File: config.mk
export PLATFORM = sky130hd
export DESIGN_NAME = sliding_window_arq_sender_unit
export DESIGN_NICKNAME = d
export VERILOG_FILES = /design/src/sv/swa_pkg.sv /design/src/sv/swa_ctrl.sv /design/src/sv/swa_datapath.sv /design/src/sv/sliding_window_arq_sender_unit.sv
export SDC_FILE = /design/constraint.sdc
export NUM_CORES = 1
export LEC_CHECK = 0
export ABC_CLOCK_PERIOD_IN_PS = 6400
export BUFFER_PORTS_ARGS = -buffer_cell sky130_fd_sc_hd__clkbuf_2
export CORE_MARGIN = 2
export CORE_UTILIZATION = 45
export CTS_CLUSTER_DIAMETER = 80
export DETAILED_ROUTE_END_ITERATION = 8
export MAX_ROUTING_LAYER = met4
export PLACE_DENSITY_LB_ADDON = 0.05
export SLEW_MARGIN = 40
export SYNTH_ARGS = -nofsm -noshare
export SYNTH_HDL_FRONTEND = slang
export SYNTH_SLANG_ARGS = --single-unit
export TNS_END_PERCENT = 30
File: constraint.sdc
create_clock -name clk_i -period 6.4 [get_ports clk_i]
set_input_delay 1.28 -clock clk_i [delete_from_list [all_inputs] [get_ports clk_i]]
set_output_delay 1.28 -clock clk_i [all_outputs]
set_load 0.01 [all_outputs]
File: src/sv/swa_pkg.sv
// ----------------------------------------------------------------------------
// swa_pkg
// Types and codes shared by the sliding-window arq sender modules.
// ----------------------------------------------------------------------------
package swa_pkg;

  typedef enum logic [2:0] {
    CMD_NONE     = 3'd0,
    CMD_REFUSE   = 3'd1,
    CMD_TRANSMIT = 3'd2,
    CMD_START    = 3'd3,
    CMD_STOP     = 3'd4
  } cmd_e;

  typedef enum logic [1:0] {
    OP_SEND  = 2'd0,
    OP_ACK   = 2'd1,
    OP_TIMER = 2'd2,
    OP_RSVD  = 2'd3
  } op_e;

  typedef enum logic [1:0] {
    MODE_GBN = 2'd0,
    MODE_SR  = 2'd1,
    MODE_TCP = 2'd2
  } mode_e;

  localparam logic [1:0] REG_SEQ_SIZE = 2'd0;
  localparam logic [1:0] REG_WINDOW   = 2'd1;
  localparam logic [1:0] REG_MODE     = 2'd2;

  localparam logic [4:0] SEQ_SIZE_RST = 5'd10;
  localparam logic [3:0] WINDOW_RST   = 4'd5;
  localparam logic [1:0] MODE_RST     = 2'd0;

  // where the sequence number of an emitted word comes from
  typedef enum logic [2:0] {
    SRC_ZERO = 3'd0,
    SRC_NEXT = 3'd1,
    SRC_BASE = 3'd2,
    SRC_ACK  = 3'd3,
    SRC_TMR  = 3'd4,
    SRC_PTR  = 3'd5
  } src_e;

  typedef enum logic [2:0] {
    ST_IDLE,
    ST_EVAL,
    ST_WALK,
    ST_SEND_TX,
    ST_START_BASE,
    ST_TMO_START,
    ST_REPLAY,
    ST_TMR_TX
  } state_e;

  typedef enum logic [0:0] {
    TMR_STAGE_TX,
    TMR_STAGE_START
  } tmr_stage_e;

  // controller to datapath
  typedef struct packed {
    logic latch;
    logic emit;
    cmd_e cmd;
    src_e src;
    logic last;
    logic next_inc;
    logic mark_clr_next;
    logic mark_set_ack;
    logic base_load_ack;
    logic walk_step;
    logic dup_inc;
    logic dup_clr;
    logic ptr_load;
    logic ptr_inc;
  } ctrl_t;

  // datapath to controller
  typedef struct packed {
    op_e   op;
    mode_e mode;
    logic  ok;
    logic  full;
    logic  empty;
    logic  ack_valid;
    logic  tmr_valid;
    logic  dup_hit;
    logic  walk_more;
    logic  ack1_is_next;
    logic  ptr_last;
  } stat_t;

endpackage

File: src/sv/swa_ctrl.sv
// ----------------------------------------------------------------------------
// swa_ctrl
// Sequencer: decodes each item and steps through the words it produces.
// ----------------------------------------------------------------------------
module swa_ctrl
  import swa_pkg::*;
(
  input  logic  clk_i,
  input  logic  rst_ni,
  input  logic  start_i,
  input  stat_t stat_i,
  output ctrl_t ctrl_o,
  output logic  busy_o
);

  state_e     state_q, state_d;
  tmr_stage_e stage_q, stage_d;

  always_ff @(posedge clk_i or negedge rst_ni) begin
    if (!rst_ni) begin
      state_q <= ST_IDLE;
      stage_q <= TMR_STAGE_TX;
    end else begin
      state_q <= state_d;
      stage_q <= stage_d;
    end
  end

  assign busy_o = (state_q != ST_IDLE);

  always_comb begin
    state_d = state_q;
    stage_d = stage_q;
    ctrl_o  = '0;
    ctrl_o.cmd = CMD_NONE;
    ctrl_o.src = SRC_ZERO;
    case (state_q)
      ST_IDLE: begin
        if (start_i) begin
          ctrl_o.latch = 1'b1;
          state_d = ST_EVAL;
        end
      end
      ST_EVAL: begin
        ctrl_o.emit = 1'b1;
        ctrl_o.last = 1'b1;
        state_d = ST_IDLE;
        case (stat_i.op)
          OP_SEND: begin
            ctrl_o.src = SRC_NEXT;
            if (stat_i.full) begin
              ctrl_o.cmd = CMD_REFUSE;
            end else if (stat_i.mode == MODE_SR || stat_i.empty) begin
              ctrl_o.cmd = CMD_START;
              ctrl_o.last = 1'b0;
              ctrl_o.mark_clr_next = (stat_i.mode == MODE_SR);
              state_d = ST_SEND_TX;
            end else begin
              ctrl_o.cmd = CMD_TRANSMIT;
              ctrl_o.next_inc = 1'b1;
            end
          end
          OP_ACK: begin
            if (stat_i.ok && stat_i.mode == MODE_SR) begin
              if (stat_i.ack_valid) begin
                // mark now, report after the base has slid
                ctrl_o.emit = 1'b0;
                ctrl_o.mark_set_ack = 1'b1;
                state_d = ST_WALK;
              end
            end else if (stat_i.ok && stat_i.ack_valid) begin
              ctrl_o.cmd = CMD_STOP;
              ctrl_o.src = SRC_BASE;
              ctrl_o.base_load_ack = 1'b1;
              ctrl_o.dup_clr = (stat_i.mode == MODE_TCP);
              ctrl_o.last = stat_i.ack1_is_next;
              if (!stat_i.ack1_is_next) begin
                state_d = ST_START_BASE;
              end
            end else if (stat_i.ok && stat_i.mode == MODE_TCP && !stat_i.empty) begin
              ctrl_o.dup_inc = 1'b1;
              if (stat_i.dup_hit) begin
                // fast retransmit of the oldest word
                ctrl_o.cmd = CMD_TRANSMIT;
                ctrl_o.src = SRC_BASE;
                ctrl_o.last = 1'b0;
                state_d = ST_START_BASE;
              end
            end
          end
          OP_TIMER: begin
            if (stat_i.mode == MODE_GBN) begin
              if (!stat_i.empty) begin
                ctrl_o.cmd = CMD_STOP;
                ctrl_o.src = SRC_TMR;
                ctrl_o.last = 1'b0;
                ctrl_o.ptr_load = 1'b1;
                state_d = ST_TMO_START;
              end
            end else if (stat_i.tmr_valid) begin
              ctrl_o.cmd = CMD_STOP;
              ctrl_o.src = SRC_TMR;
              ctrl_o.last = 1'b0;
              stage_d = TMR_STAGE_TX;
              state_d = ST_TMR_TX;
            end
          end
          default: begin
          end
        endcase
      end
      ST_WALK: begin
        if (stat_i.walk_more) begin
          ctrl_o.walk_step = 1'b1;
        end else begin
          ctrl_o.emit = 1'b1;
          ctrl_o.cmd  = CMD_STOP;
          ctrl_o.src  = SRC_ACK;
          ctrl_o.last = 1'b1;
          state_d = ST_IDLE;
        end
      end
      ST_SEND_TX: begin
        ctrl_o.emit = 1'b1;
        ctrl_o.cmd  = CMD_TRANSMIT;
        ctrl_o.src  = SRC_NEXT;
        ctrl_o.last = 1'b1;
        ctrl_o.next_inc = 1'b1;
        state_d = ST_IDLE;
      end
      ST_START_BASE: begin
        ctrl_o.emit = 1'b1;
        ctrl_o.cmd  = CMD_START;
        ctrl_o.src  = SRC_BASE;
        ctrl_o.last = 1'b1;
        state_d = ST_IDLE;
      end
      ST_TMO_START: begin
        ctrl_o.emit = 1'b1;
        ctrl_o.cmd  = CMD_START;
        ctrl_o.src  = SRC_BASE;
        state_d = ST_REPLAY;
      end
      ST_REPLAY: begin
        ctrl_o.emit = 1'b1;
        ctrl_o.cmd  = CMD_TRANSMIT;
        ctrl_o.src  = SRC_PTR;
        ctrl_o.last = stat_i.ptr_last;
        ctrl_o.ptr_inc = 1'b1;
        if (stat_i.ptr_last) begin
          state_d = ST_IDLE;
        end
      end
      ST_TMR_TX: begin
        ctrl_o.emit = 1'b1;
        ctrl_o.src  = SRC_TMR;
        if (stage_q == TMR_STAGE_TX) begin
          ctrl_o.cmd = CMD_TRANSMIT;
          stage_d = TMR_STAGE_START;
        end else begin
          ctrl_o.cmd  = CMD_START;
          ctrl_o.last = 1'b1;
          stage_d = TMR_STAGE_TX;
          state_d = ST_IDLE;
        end
      end
      default: begin
        state_d = ST_IDLE;
      end
    endcase
  end

endmodule

File: src/sv/swa_datapath.sv
// ----------------------------------------------------------------------------
// swa_datapath
// Window registers, ack marks, configuration and the result register.
// ----------------------------------------------------------------------------
module swa_datapath
  import swa_pkg::*;
#(
  parameter int SEQ_MAX = 16
) (
  input  logic       clk_i,
  input  logic       rst_ni,
  input  ctrl_t      ctrl_i,
  output stat_t      stat_o,
  input  logic [1:0] operation_i,
  input  logic [3:0] ack_number_i,
  input  logic       checksum_ok_i,
  input  logic [3:0] timer_seq_i,
  input  logic       cfg_valid_i,
  output logic       cfg_ready_o,
  input  logic [1:0] cfg_index_i,
  input  logic [4:0] cfg_data_i,
  output logic       result_valid_o,
  output logic [2:0] command_o,
  output logic [3:0] seq_number_o,
  output logic       last_o
);

  // the 5-bit size register caps the usable space at 31
  localparam int SMax = (SEQ_MAX < 31) ? SEQ_MAX : 31;
  localparam int SeqW = $clog2(SMax);
  localparam int CntW = $clog2(SMax + 1);
  localparam int EW   = ((CntW > 4) ? CntW : 4) + 1;

  logic [4:0]      seq_size_q;
  logic [3:0]      window_q;
  logic [1:0]      mode_q;
  logic [SeqW-1:0] base_q, next_q, ptr_q;
  logic [1:0]      dup_q;
  logic [SMax-1:0] marks_q;
  logic [1:0]      op_q;
  logic [3:0]      ack_q, tmr_q;
  logic            ok_q;
  logic            res_valid_q;
  logic [2:0]      res_cmd_q;
  logic [3:0]      res_seq_q;
  logic            res_last_q;

  logic [CntW-1:0] s_eff;
  logic [EW-1:0]   sx, wx, bx, nx, ax, tx, px, smin1, wraw;
  logic [EW-1:0]   outst, dist_a, dist_t, ack1, ptr1, base1, next1;
  logic            cfg_hit;
  logic [3:0]      seq_sel;

  function automatic logic [EW-1:0] seq_dist(input logic [EW-1:0] a, input logic [EW-1:0] b,
                                             input logic [EW-1:0] s);
    seq_dist = (a >= b) ? (a - b) : (a + s - b);
  endfunction

  function automatic logic [EW-1:0] incr(input logic [EW-1:0] a, input logic [EW-1:0] s);
    incr = ((a + EW'(1)) == s) ? '0 : (a + EW'(1));
  endfunction

  // effective sizes
  always_comb begin
    if (seq_size_q < 5'd2) begin
      s_eff = CntW'(2);
    end else if (seq_size_q > 5'(SMax)) begin
      s_eff = CntW'(SMax);
    end else begin
      s_eff = seq_size_q[CntW-1:0];
    end
  end

  assign sx    = EW'(s_eff);
  assign smin1 = sx - EW'(1);
  assign wraw  = EW'(window_q);
  assign wx    = (wraw == '0) ? EW'(1) : ((wraw > smin1) ? smin1 : wraw);
  assign bx    = EW'(base_q);
  assign nx    = EW'(next_q);
  assign px    = EW'(ptr_q);
  assign ax    = EW'(ack_q);
  assign tx    = EW'(tmr_q);

  assign outst  = seq_dist(nx, bx, sx);
  assign dist_a = seq_dist(ax, bx, sx);
  assign dist_t = seq_dist(tx, bx, sx);
  assign ack1   = incr(ax, sx);
  assign ptr1   = incr(px, sx);
  assign base1  = incr(bx, sx);
  assign next1  = incr(nx, sx);

  always_comb begin
    stat_o.op           = op_e'(op_q);
    stat_o.mode         = (mode_q == 2'd3) ? MODE_GBN : mode_e'(mode_q);
    stat_o.ok           = ok_q;
    stat_o.full         = (outst >= wx);
    stat_o.empty        = (outst == '0);
    stat_o.ack_valid    = (ax < sx) && (dist_a < outst);
    stat_o.tmr_valid    = (tx < sx) && (dist_t < outst);
    stat_o.dup_hit      = (dup_q >= 2'd2);
    stat_o.walk_more    = (base_q != next_q) && marks_q[base_q];
    stat_o.ack1_is_next = (ack1 == nx);
    stat_o.ptr_last     = (ptr1 == nx);
  end

  // configuration, always ready
  assign cfg_ready_o = 1'b1;
  assign cfg_hit = cfg_valid_i && (cfg_index_i == REG_SEQ_SIZE ||
                                   cfg_index_i == REG_WINDOW || cfg_index_i == REG_MODE);

  always_ff @(posedge clk_i or negedge rst_ni) begin
    if (!rst_ni) begin
      seq_size_q <= SEQ_SIZE_RST;
      window_q   <= WINDOW_RST;
      mode_q     <= MODE_RST;
    end else if (cfg_valid_i) begin
      case (cfg_index_i)
        REG_SEQ_SIZE: seq_size_q <= cfg_data_i;
        REG_WINDOW:   window_q   <= cfg_data_i[3:0];
        REG_MODE:     mode_q     <= cfg_data_i[1:0];
        default: begin
        end
      endcase
    end
  end

  // window state
  always_ff @(posedge clk_i or negedge rst_ni) begin
    if (!rst_ni) begin
      base_q  <= '0;
      next_q  <= '0;
      ptr_q   <= '0;
      dup_q   <= '0;
      marks_q <= '0;
    end else if (cfg_hit) begin
      base_q  <= '0;
      next_q  <= '0;
      dup_q   <= '0;
      marks_q <= '0;
    end else begin
      if (ctrl_i.next_inc) begin
        next_q <= next1[SeqW-1:0];
      end
      if (ctrl_i.mark_clr_next) begin
        marks_q[next_q] <= 1'b0;
      end
      if (ctrl_i.mark_set_ack) begin
        marks_q[ack_q[SeqW-1:0]] <= 1'b1;
      end
      if (ctrl_i.base_load_ack) begin
        base_q <= ack1[SeqW-1:0];
      end
      if (ctrl_i.walk_step) begin
        marks_q[base_q] <= 1'b0;
        base_q <= base1[SeqW-1:0];
      end
      if (ctrl_i.dup_clr) begin
        dup_q <= '0;
      end else if (ctrl_i.dup_inc && dup_q != 2'd3) begin
        dup_q <= dup_q + 2'd1;
      end
      if (ctrl_i.ptr_load) begin
        ptr_q <= base_q;
      end else if (ctrl_i.ptr_inc) begin
        ptr_q <= ptr1[SeqW-1:0];
      end
    end
  end

  // item fields held for the length of the item
  always_ff @(posedge clk_i) begin
    if (ctrl_i.latch) begin
      op_q  <= operation_i;
      ack_q <= ack_number_i;
      ok_q  <= checksum_ok_i;
      tmr_q <= timer_seq_i;
    end
  end

  always_comb begin
    case (ctrl_i.src)
      SRC_NEXT: seq_sel = nx[3:0];
      SRC_BASE: seq_sel = bx[3:0];
      SRC_ACK:  seq_sel = ack_q;
      SRC_TMR:  seq_sel = tmr_q;
      SRC_PTR:  seq_sel = px[3:0];
      default:  seq_sel = 4'd0;
    endcase
  end

  always_ff @(posedge clk_i or negedge rst_ni) begin
    if (!rst_ni) begin
      res_valid_q <= 1'b0;
    end else begin
      res_valid_q <= ctrl_i.emit;
    end
  end

  always_ff @(posedge clk_i) begin
    if (ctrl_i.emit) begin
      res_cmd_q  <= ctrl_i.cmd;
      res_seq_q  <= seq_sel;
      res_last_q <= ctrl_i.last;
    end
  end

  assign result_valid_o = res_valid_q;
  assign command_o      = res_cmd_q;
  assign seq_number_o   = res_seq_q;
  assign last_o         = res_last_q;

endmodule

File: src/sv/sliding_window_arq_sender_unit.sv
// ----------------------------------------------------------------------------
// sliding_window_arq_sender_unit
// Sliding-window arq sender: go-back-n, selective repeat, tcp-like modes.
// ----------------------------------------------------------------------------
// the edge that takes start latches the item; the decode state then registers the first word
// (a selective-repeat ack waits out its base walk), then one word per cycle.
// busy falls as the last word shows; a selective-repeat ack first slides its base
// over each marked slot before it reports.
// results cannot be stalled; reset clears the window, marks and duplicate count and
// loads seq_size 10, window_size 5, go-back-n; any register write clears the window.
module sliding_window_arq_sender_unit
  import swa_pkg::*;
#(
  parameter int SEQ_MAX = 16
) (
  input  logic       clk_i,
  input  logic       rst_ni,
  input  logic       start_i,
  output logic       busy_o,
  input  logic [1:0] operation_i,
  input  logic [3:0] ack_number_i,
  input  logic       checksum_ok_i,
  input  logic [3:0] timer_seq_i,
  input  logic       cfg_valid_i,
  output logic       cfg_ready_o,
  input  logic [1:0] cfg_index_i,
  input  logic [4:0] cfg_data_i,
  output logic       result_valid_o,
  output logic [2:0] command_o,
  output logic [3:0] seq_number_o,
  output logic       last_o
);

  ctrl_t ctrl;
  stat_t stat;

  swa_ctrl u_ctrl (
    .clk_i  (clk_i),
    .rst_ni (rst_ni),
    .start_i(start_i),
    .stat_i (stat),
    .ctrl_o (ctrl),
    .busy_o (busy_o)
  );

  swa_datapath #(
    .SEQ_MAX(SEQ_MAX)
  ) u_datapath (
    .clk_i         (clk_i),
    .rst_ni        (rst_ni),
    .ctrl_i        (ctrl),
    .stat_o        (stat),
    .operation_i   (operation_i),
    .ack_number_i  (ack_number_i),
    .checksum_ok_i (checksum_ok_i),
    .timer_seq_i   (timer_seq_i),
    .cfg_valid_i   (cfg_valid_i),
    .cfg_ready_o   (cfg_ready_o),
    .cfg_index_i   (cfg_index_i),
    .cfg_data_i    (cfg_data_i),
    .result_valid_o(result_valid_o),
    .command_o     (command_o),
    .seq_number_o  (seq_number_o),
    .last_o        (last_o)
  );

endmodule

==> flow_metrics.env, run 1 <==
export IMPL_register_area_sq_um=1727
export IMPL_drv_slew=0
export IMPL_finalHoldViolCount=0
export IMPL_setup_viol=0
export IMPL_grt_max_degree=47
export IMPL_postLayoutCellArea_sq_um=7498
export IMPL_synthMuxAreaShare_pct=4.958
export IMPL_holdBufCountCts=0
export IMPL_cp_arrival_ns=5.83
export IMPL_worstSetupEndpointType="flip-flop"
export IMPL_slew_headroom_pct=38.75
export IMPL_worst_hold_slack_ns=0.5559
export IMPL_maxCapViolCount=0
export IMPL_dp_cells=945
export IMPL_hold_class="reg -> reg"
export IMPL_fin_util_pct=51.20
export IMPL_post_cts_setup_buffers=0
export IMPL_clockRootBuffer="clkbuf_16"
export IMPL_yosys_warnings=0
export IMPL_numPortBuffers=31
export IMPL_diodes=0
export IMPL_power_density_nw_per_um2=585.0
export IMPL_rows=44
export IMPL_drt_iter0_drc=544
export IMPL_cts_num_sinks=65
export IMPL_fmax_ghz=0.1786
export IMPL_rsz0062_at_grt="false"
export IMPL_p_leak_nw=3.091
export IMPL_clockBufferDepth=2
export IMPL_async_reset_ff_share_pct=70.77
export IMPL_yosys_area_share_simple_pct=17.28
export IMPL_drc=0
export IMPL_ys_top_cells_by_area="dfrtp_1 15%, ha_1 12%, edfxtp_1 8.4%"
export IMPL_htreeDepth=3
export IMPL_cts_resized=0
export IMPL_path_clk_slew_ns=0.06
export IMPL_die_area_sq_um=16140
export IMPL_die_x_um=127.1
export IMPL_synth_top_family_by_area="compound AO/OA/AOI/OAI gates"
export IMPL_synthFlopType="dfrtp_1"
export IMPL_viasPerCell=6.344
export IMPL_antenna_found_initial=0
export IMPL_required_ns=6.63
export IMPL_syn_cell_area_sq_um=6814
export IMPL_ys_types=91
export IMPL_tightestPinTransition_ns=0.9117
export IMPL_die_h_um=127.1
export IMPL_core_sq_um=14640
export IMPL_synth_top_area_share_pct=15.42
export IMPL_via_count=6097
export IMPL_area_growth_syn_to_layout_pct=10.04
export IMPL_fillers=1394
export IMPL_critPathLaunchType="flip-flop"
export IMPL_final_antenna_net_count=0
export IMPL_period_share_pct=87.49
export IMPL_min_period_ns=5.600
export IMPL_worstSetupPathType="reg -> reg"
export IMPL_layout_nets=876
export IMPL_drt_pass1_iterations=7
export IMPL_ys_seq_area_share_pct=25.34
export IMPL_grt_overflow=0
export IMPL_ys_ff_latch=65
export IMPL_hpwl_um=16780
export IMPL_synth_fa_ha_area_share_pct=17.02
export IMPL_avgSynthCellArea_sq_um=9.183
export IMPL_grt_pass1_vias=5959
export IMPL_clock_latency_ns=0.34
export IMPL_grt_use_total_pct=28.60
export IMPL_status="finished clean"
export IMPL_synth_xor_area_share_pct=4.701
export IMPL_synthCells=742
export IMPL_synth_compound_area_share_pct=25.36
export IMPL_grt_pass1_wl_um=34400
export IMPL_globalplace_congestion=0.9460
export IMPL_fin_cells=961
export IMPL_finalClockSkew_ns=0.01044
export IMPL_routedWlPerCell_um=22.68
export IMPL_setup_tns_ns=0
export IMPL_synth_edf_count=19
export IMPL_numCtsBuffers=9
export IMPL_crit_fanout=11
export IMPL_wl_um=21800
export IMPL_cts_tree="done"
export IMPL_start_util_pct=46.53
export IMPL_drive_gt1_share_pct=15.70
export IMPL_multi_input_area_sq_um=4751
export IMPL_ioPinCount=33
export IMPL_placed_cell_area_sq_um=7169
export IMPL_synth_top_cell_by_area="dfrtp_1"
export IMPL_peakVddDrop_uv=235.6
[state kept, by name (all words and copies together), names as in the netlist, 3 cells and up]
name and flops:
u_datapath.marks_q 16, u_datapath.seq_size_q 5, u_datapath.ack_q 4, u_datapath.base_q 4, u_datapath.next_q 4, u_datapath.ptr_q 4
u_datapath.seq_number_o 4, u_datapath.tmr_q 4, u_datapath.window_q 4, u_ctrl.state_q 3, u_datapath.command_o 3
[through the flow]
stage / power (mW) / setup WS (ns)
2_1_floorplan: 2.998 / 1.558
3_3_place_gp: 3.770 / 1.064
3_5_place_dp: 3.793 / 0.9208
4_1_cts: 4.353 / 0.8959
5_1_grt: 4.769 / 0.3583
6_report: 4.387 / 0.8004
[kinds of logic after synthesis]
family | count (synthesis)
muxes | 26
buffers and inverters | 83
and+or+nand+nor | 218
adders and majority gates | 84
AOI/OAI and AO/OA | 230
xor gates and xnor gates | 35
other | 1
DFF | 65
[final cells by class]
| cell class | count | share of cell area (%) |
|---|---|---|
| multi-input combinational | 595 | 63.36 |
| sequential | 65 | 23.03 |
| timing repair buffer | 45 | 3.471 |
| tap | 184 | 3.070 |
| clock buffer | 9 | 3.004 |
| inverter | 56 | 2.803 |
| clock inverter | 7 | 1.268 |
[worst paths after layout]
check / start / endpoint / slack (ns) / depth (start not counted)
min reg2reg: u_datapath.marks_q[13] / u_datapath.marks_q[13] / 0.56 / 2
max in group asynchronous: rst_ni / u_datapath.dup_q[1] / 4.91 / 2
min: u_datapath.marks_q[13] / u_datapath.marks_q[13] / 0.56 / 2
max: u_datapath.seq_size_q[2] / u_datapath.next_q[2] / 0.80 / 22
max reg2reg: u_datapath.seq_size_q[2] / u_datapath.next_q[2] / 0.80 / 22
min in group asynchronous: rst_ni / u_datapath.marks_q[2] / 1.05 / 2
[cells in the mapped netlist (5+ instances only)]
library cell / number
o311a_1: 6
nor4_2: 6
a31oi_1: 9
dfrtp_1: 42
mux2i_1: 9
or3_1: 7
o21a_1: 10
xor2_1: 13
clkinv_1: 5
a21o_1: 13
mux2_2: 12
and2_1: 6
inv_1: 50
fa_1: 15
nand3b_1: 6
a21oi_1: 36
a211oi_1: 6
ha_1: 67
and3_1: 9
nand2b_1: 13
xnor2_1: 21
o21ai_0: 54
o22ai_1: 7
mux4_2: 5
nor2b_1: 12
nand4_1: 9
clkbuf_1: 14
nor3_1: 16
o31a_1: 6
nor2_1: 36
o221a_2: 5
nand2_1: 57
o211ai_1: 6
nor4_1: 5
a2bb2oi_1: 5
edfxtp_1: 19
nand3_1: 15
[metal layers]
metal	wire length (um)	global-route usage, %	vias to the layer above
met4	473	8.080	0
met3	1636	6.030	25
met1	9937	39.10	2972
met5	0	-	-
met2	9751	43.20	236
li1	-	-	2864
[where the power goes]
group / total [mW] / internal (mW) / leakage (nW) / switching [mW]
clock: 0.534 / 0.341 / 0.155 / 0.193
sequential: 0.695 / 0.550 / 0.780 / 0.145
combinational: 3.16 / 1.26 / 2.16 / 1.89
total: 4.39 / 2.15 / 3.09 / 2.23
[worst max-delay path, cell delays in order, from the launching register on]
cell and delay [ns]:
dfrtp_1 0.49, nor2_1 0.23, o21a_1 0.43, inv_1 0.16
ha_1 0.34, ha_1 0.29, nor2b_1 0.13, o21ai_0 0.16
nand2b_1 0.09, a21oi_1 0.15, a311o_1 0.29, nor2_1 0.07
a211o_1 0.28, ha_1 0.26, nand2b_1 0.14, a21oi_1 0.15
o21a_1 0.17, a31oi_1 0.20, nor4_1 0.39, a21oi_1 0.13
o21ai_1 0.52, o21ai_0 0.18, a32o_1 0.24
[layout by cell type (no fill, tap or decap), types with 14 or more instances in the layout]
cell	Yosys	routed
ha_1	67	67
nand2_1	57	56
o21ai_0	54	53
inv_1	50	50
dfrtp_1	42	42
a21oi_1	36	36
nor2_1	36	36
clkbuf_2	0	31
xnor2_1	21	21
edfxtp_1	19	19
nor3_1	16	16
nand3_1	15	15
fa_1	15	15
buf_4	4	14
Power figures use the tool's default switching activity.
==> run 2, diff against run 1 <==
Settings changed: ABC_CLOCK_PERIOD_IN_PS 6400 to unset, CELL_PAD_IN_SITES_DETAIL_PLACEMENT set to 1, CELL_PAD_IN_SITES_GLOBAL_PLACEMENT set to 1.
==> run 2 against run 1 <==
  * Global-route usage is 3.3 points higher
  * Worst hold slack gained 0.0097 ns
  * Via count rose by 3.3%
  * Combinational power rose by 2%
  * Total power increased by 3.0%
  * Clock-buffer cell count up 1
==> flow_metrics.env, run 2 (same netlist as run 1, synthesis figures left out) <==
export IMPL_hold_class="reg -> reg"
export IMPL_area_growth_syn_to_layout_pct=10.12
export IMPL_peakVddDrop_uv=259.8
export IMPL_numCtsBuffers=9
export IMPL_grt_use_total_pct=31.94
export IMPL_core_sq_um=14640
export IMPL_fin_cells=958
export IMPL_grt_overflow=0
export IMPL_drive_gt1_share_pct=15.50
export IMPL_clockBufferDepth=2
export IMPL_min_period_ns=5.923
export IMPL_power_internal_mw=2.191
export IMPL_clock_latency_ns=0.34
export IMPL_critPathLaunchType="flip-flop"
export IMPL_wl_um=24250
export IMPL_cp_arrival_ns=6.15
export IMPL_pwr_share_clk_pct=12.7
export IMPL_worstSetupEndpointType="flip-flop"
export IMPL_r2r_start="u_datapath.seq_size_q[4]"
export IMPL_holdBufCountCts=0
export IMPL_total_power_mw=4.517
export IMPL_p_leak_nw=3.076
export IMPL_cts_resized=0
export IMPL_globalplace_congestion=0.9372
export IMPL_rr_endpoint="u_datapath.next_q[2]"
export IMPL_die_x_um=127.1
export IMPL_grt_pass1_wl_um=38050
export IMPL_antenna_found_initial=0
export IMPL_netSwitchingFraction_pct=51.49
export IMPL_combinationalPowerShare_pct=71.3
export IMPL_drv_slew=0
export IMPL_setup_ws_ns=0.4767
export IMPL_diodes=0
export IMPL_crit_fanout=18
export IMPL_power_density_nw_per_um2=601.9
export IMPL_routedWlPerCell_um=25.32
export IMPL_top_regs="u_datapath.marks_q x16, u_datapath.seq_size_q x5"
export IMPL_hpwl_um=18350
export IMPL_rows=44
export IMPL_reg2regPathDepth=23
export IMPL_pre_cts_ws_ns=0.6129
export IMPL_r2r_slack_ns=0.48
export IMPL_fmax_ghz=0.1688
export IMPL_endpoint="u_datapath.next_q[2]"
export IMPL_path_clk_slew_ns=0.06
export IMPL_die_h_um=127.1
export IMPL_finalHoldViolCount=0
export IMPL_htreeDepth=3
export IMPL_worstSetupPathType="reg -> reg"
export IMPL_status="finished clean"
export IMPL_grt_max_degree=47
export IMPL_cts_num_sinks=65
export IMPL_drc=0
export IMPL_via_count=6296
export IMPL_largest_register_ff_count=16
export IMPL_drt_pass1_iterations=5
export IMPL_numPortBuffers=31
export IMPL_post_cts_setup_buffers=0
export IMPL_setup_viol=0
export IMPL_startpoint="u_datapath.seq_size_q[4]"
export IMPL_final_cell_mix="67 x ha_1, 56 x nand2_1, 53 x o21ai_0"
export IMPL_slew_headroom_pct=44.05
export IMPL_tightestPinTransition_ns=0.8323
export IMPL_ioPinCount=33
export IMPL_largest_register="u_datapath.marks_q"
export IMPL_die_area_sq_um=16140
export IMPL_cts_tree="done"
export IMPL_viasPerCell=6.572
export IMPL_final_common_cell="ha_1"
export IMPL_p_switching_mw=2.326
export IMPL_p_seq_share_pct=16.1
export IMPL_setup_tns_ns=0
export IMPL_rsz0062_at_grt="false"
export IMPL_clockRootBuffer="clkbuf_16"
export IMPL_final_antenna_net_count=0
export IMPL_layout_nets=873
export IMPL_period_share_pct=92.55
export IMPL_drt_iter0_drc=590
export IMPL_finalClockSkew_ns=0.006472
export IMPL_dp_cells=942
export IMPL_grt_pass1_vias=6478
export IMPL_maxCapViolCount=0
export IMPL_start_util_pct=46.53
export IMPL_hold_depth=2
export IMPL_required_ns=6.63
run 2: critical path, cell delays in order (launching register included):
cell and delay, ns:
dfrtp_1 0.36, buf_4 0.21, inv_2 0.28, o21a_1 0.44
inv_1 0.16, ha_1 0.34, ha_1 0.29, nor2b_1 0.13
o21ai_0 0.14, nand2b_1 0.07, a21oi_1 0.20, a311o_1 0.31
nor2_1 0.07, a211o_1 0.28, ha_1 0.27, nand2b_1 0.14
a21oi_1 0.14, o21a_1 0.17, a31oi_1 0.21, nor4_1 0.45
a21oi_1 0.13, o21ai_1 0.54, o21ai_0 0.20, a32o_1 0.25
run 2: cell type report:
class,instances,area (sq um)
tap,184,230.2
sequential,65,1727
timing repair buffer,42,237.7
clock inverter,6,106.4
clock buffer,10,229.0
fill,1707,7141
multi-input combinational,595,4763
inverter,56,210.2
run 2: layer usage:
layer | part of all wire (%) | GRT usage [%] | vias up
li1 | - | - | 2852
met1 | 45 | 43.33 | 3131
met2 | 45 | 49.15 | 255
met3 | 6.7 | 5.193 | 58
met4 | 3.1 | 10.47 | 0
met5 | 0 | - | -
run 2: through the flow:
stage / instance area (sq um) / util [%] / hold WS, ns
detailed placement: 7147 / 48.80 / 0.5576
CTS: 7482 / 51.09 / 0.5673
finish: 7503 / 51.24 / 0.5656
global placement: 7136 / 48.73 / 0.5496
floorplan: 6818 / - / 0.5062
global route: 7503 / 51.24 / 0.5951
run 2: worst min-delay path by stage:
stage	from	end	slack, ns
3_5_place_dp	u_datapath.marks_q[14]	u_datapath.marks_q[14]	0.56
4_1_cts	u_datapath.marks_q[14]	u_datapath.marks_q[14]	0.57
5_1_grt	u_datapath.marks_q[12]	u_datapath.marks_q[12]	0.60
3_3_place_gp	u_datapath.marks_q[13]	u_datapath.marks_q[13]	0.55
6_report	u_datapath.marks_q[14]	u_datapath.marks_q[14]	0.57
2_1_floorplan	u_datapath.mode_q[1]	u_datapath.mode_q[1]	0.51
run 2: power groups by stage:
stage               Sequential [mW]  Clock, mW  Combinational (mW)
detailed placement            0.723          0                3.15
global route                  0.735      0.593                3.55
finish                        0.727      0.572                3.22
global placement              0.716          0                3.03
floorplan                     0.654          0                2.34
CTS                           0.718      0.578                3.18
==> run 3, diff against run 2 <==
Settings changed: CTS_BUF_LIST set to sky130_fd_sc_hd__clkbuf_16, TNS_END_PERCENT 30 to 10.
==> run 3 against run 2 <==
  * Clock-buffer cell count decreased by 1
  * Global-route usage unchanged
  * Worst setup slack improved by 0.027 ns
  * Clock power about the same
  * Clock skew increased by 0.00083 ns
  * Fmax increased by 0.46%
  * Largest power group unchanged
  * Highest routed layer unchanged
==> flow_metrics.env, run 3 (same netlist as run 1, synthesis figures left out) <==
export IMPL_grt_max_degree=47
export IMPL_hold_class="reg -> reg"
export IMPL_finalHoldViolCount=0
export IMPL_combinationalPowerShare_pct=71.3
export IMPL_numCtsBuffers=9
export IMPL_largest_register_ff_count=16
export IMPL_hpwl_um=18350
export IMPL_period_share_pct=92.13
export IMPL_worst_hold_slack_ns=0.5650
export IMPL_slew_headroom_pct=44.82
export IMPL_fillers=1707
export IMPL_critPathLaunchType="flip-flop"
export IMPL_core_sq_um=14640
export IMPL_die_x_um=127.1
export IMPL_routedWlPerCell_um=25.34
export IMPL_status="finished clean"
export IMPL_clockRootBuffer="clkbuf_16"
export IMPL_p_leak_nw=3.080
export IMPL_setup_ws_ns=0.5038
export IMPL_final_common_cell="ha_1"
export IMPL_htreeDepth=3
export IMPL_largest_register="u_datapath.marks_q"
export IMPL_netSwitchingFraction_pct=51.52
export IMPL_diodes=0
export IMPL_rsz0062_at_grt="false"
export IMPL_drt_pass1_iterations=5
export IMPL_clock_latency_ns=0.34
export IMPL_crit_fanout=18
export IMPL_post_cts_setup_buffers=0
export IMPL_ioPinCount=33
export IMPL_numPortBuffers=31
export IMPL_drc=0
export IMPL_start_util_pct=46.53
export IMPL_cts_num_sinks=65
export IMPL_wl_um=24280
export IMPL_min_period_ns=5.896
export IMPL_top_regs="u_datapath.marks_q x16, u_datapath.seq_size_q x5"
export IMPL_cts_resized=0
export IMPL_rows=44
export IMPL_fmax_ghz=0.1696
export IMPL_peakVddDrop_uv=258.9
export IMPL_path_clk_slew_ns=0.06
export IMPL_total_power_mw=4.516
export IMPL_final_antenna_net_count=0
export IMPL_finalClockSkew_ns=0.007305
export IMPL_drv_slew=0
export IMPL_grt_pass1_vias=6479
export IMPL_antenna_found_initial=0
export IMPL_final_cell_mix="67 x ha_1, 56 x nand2_1, 53 x o21ai_0"
export IMPL_p_seq_share_pct=16.1
export IMPL_setup_viol=0
export IMPL_drt_iter0_drc=632
export IMPL_holdBufCountCts=0
export IMPL_maxCapViolCount=0
export IMPL_fin_util_pct=51.24
export IMPL_cts_tree="done"
export IMPL_power_internal_mw=2.189
export IMPL_drive_gt1_share_pct=15.50
export IMPL_viasPerCell=6.570
export IMPL_tightestPinTransition_ns=0.8209
export IMPL_grt_pass1_wl_um=38060
export IMPL_power_density_nw_per_um2=601.9
export IMPL_required_ns=6.63
export IMPL_p_switching_mw=2.327
export IMPL_worstSetupPathType="reg -> reg"
export IMPL_layout_nets=873
export IMPL_pre_cts_ws_ns=0.6129
export IMPL_globalplace_congestion=0.9372
export IMPL_die_area_sq_um=16140
export IMPL_die_h_um=127.1
export IMPL_worstSetupEndpointType="flip-flop"
export IMPL_cp_arrival_ns=6.13
export IMPL_via_count=6294
export IMPL_setup_tns_ns=0
export IMPL_clockBufferDepth=2
export IMPL_area_growth_syn_to_layout_pct=10.12
export IMPL_pwr_share_clk_pct=12.6
export IMPL_grt_use_total_pct=31.94
export IMPL_grt_overflow=0
[run 3: cell types whose count changed in the layout (fill, tap and decap cells not counted), sizes merged]
cell and delta:
inv +1, clkbuf -1
[run 3: cell type report]
type                       count  area, sq um  area share (%)
sequential                    65         1727           23.01
multi-input combinational    595         4763           63.48
clock inverter                 7        110.1           1.467
inverter                      56        210.2           2.801
clock buffer                   9        225.2           3.001
timing repair buffer          42        237.7           3.168
tap                          184        230.2           3.068
[run 3: critical path, stage by stage, from the launching register on]
cell and delay, ns:
dfrtp_1 0.36, buf_4 0.21, inv_2 0.28, o21a_1 0.44
inv_1 0.16, ha_1 0.34, ha_1 0.29, nor2b_1 0.13
o21ai_0 0.14, nand2b_1 0.07, a21oi_1 0.20, a311o_1 0.31
nor2_1 0.07, a211o_1 0.28, ha_1 0.27, nand2b_1 0.14
a21oi_1 0.14, o21a_1 0.17, a31oi_1 0.21, nor4_1 0.45
a21oi_1 0.13, o21ai_1 0.54, o21ai_0 0.19, a32o_1 0.25
[run 3: layer usage]
layer / global-route usage, % / part of all wire [%] / vias up
met4: 10.47 / 3.1 / 0
met2: 49.15 / 45 / 219
met5: - / 0 / -
li1: - / - / 2845
met3: 5.193 / 5.9 / 59
met1: 43.33 / 46 / 3171
[run 3: per-stage QoR]
stage	area, sq um	cells
after floorplan	6818	743
after global placement	7136	942
after detailed placement	7147	942
after CTS	7482	958
after global routing	7503	958
final	7503	958
[run 3: final timing paths]
kind                            depth (start not counted)  slack [ns]                      to                      from
max in group asynchronous                               2        4.89       u_ctrl.state_q[1]                    rst_ni
worst min register to register                          2        0.56  u_datapath.marks_q[14]    u_datapath.marks_q[14]
min in group asynchronous                               2        1.06   u_datapath.marks_q[3]                    rst_ni
worst min-delay path                                    2        0.56  u_datapath.marks_q[14]    u_datapath.marks_q[14]
worst max-delay path                                   23        0.50    u_datapath.next_q[2]  u_datapath.seq_size_q[4]
worst max register to register                         23        0.50    u_datapath.next_q[2]  u_datapath.seq_size_q[4]
[run 3: power groups by stage]
| stage | Combinational [mW] | Sequential (mW) | Clock, mW |
|---|---|---|---|
| floorplan | 2.34 | 0.654 | 0 |
| global placement | 3.03 | 0.716 | 0 |
| detailed placement | 3.15 | 0.723 | 0 |
| CTS | 3.18 | 0.718 | 0.577 |
| global route | 3.55 | 0.735 | 0.591 |
| finish | 3.22 | 0.726 | 0.570 |
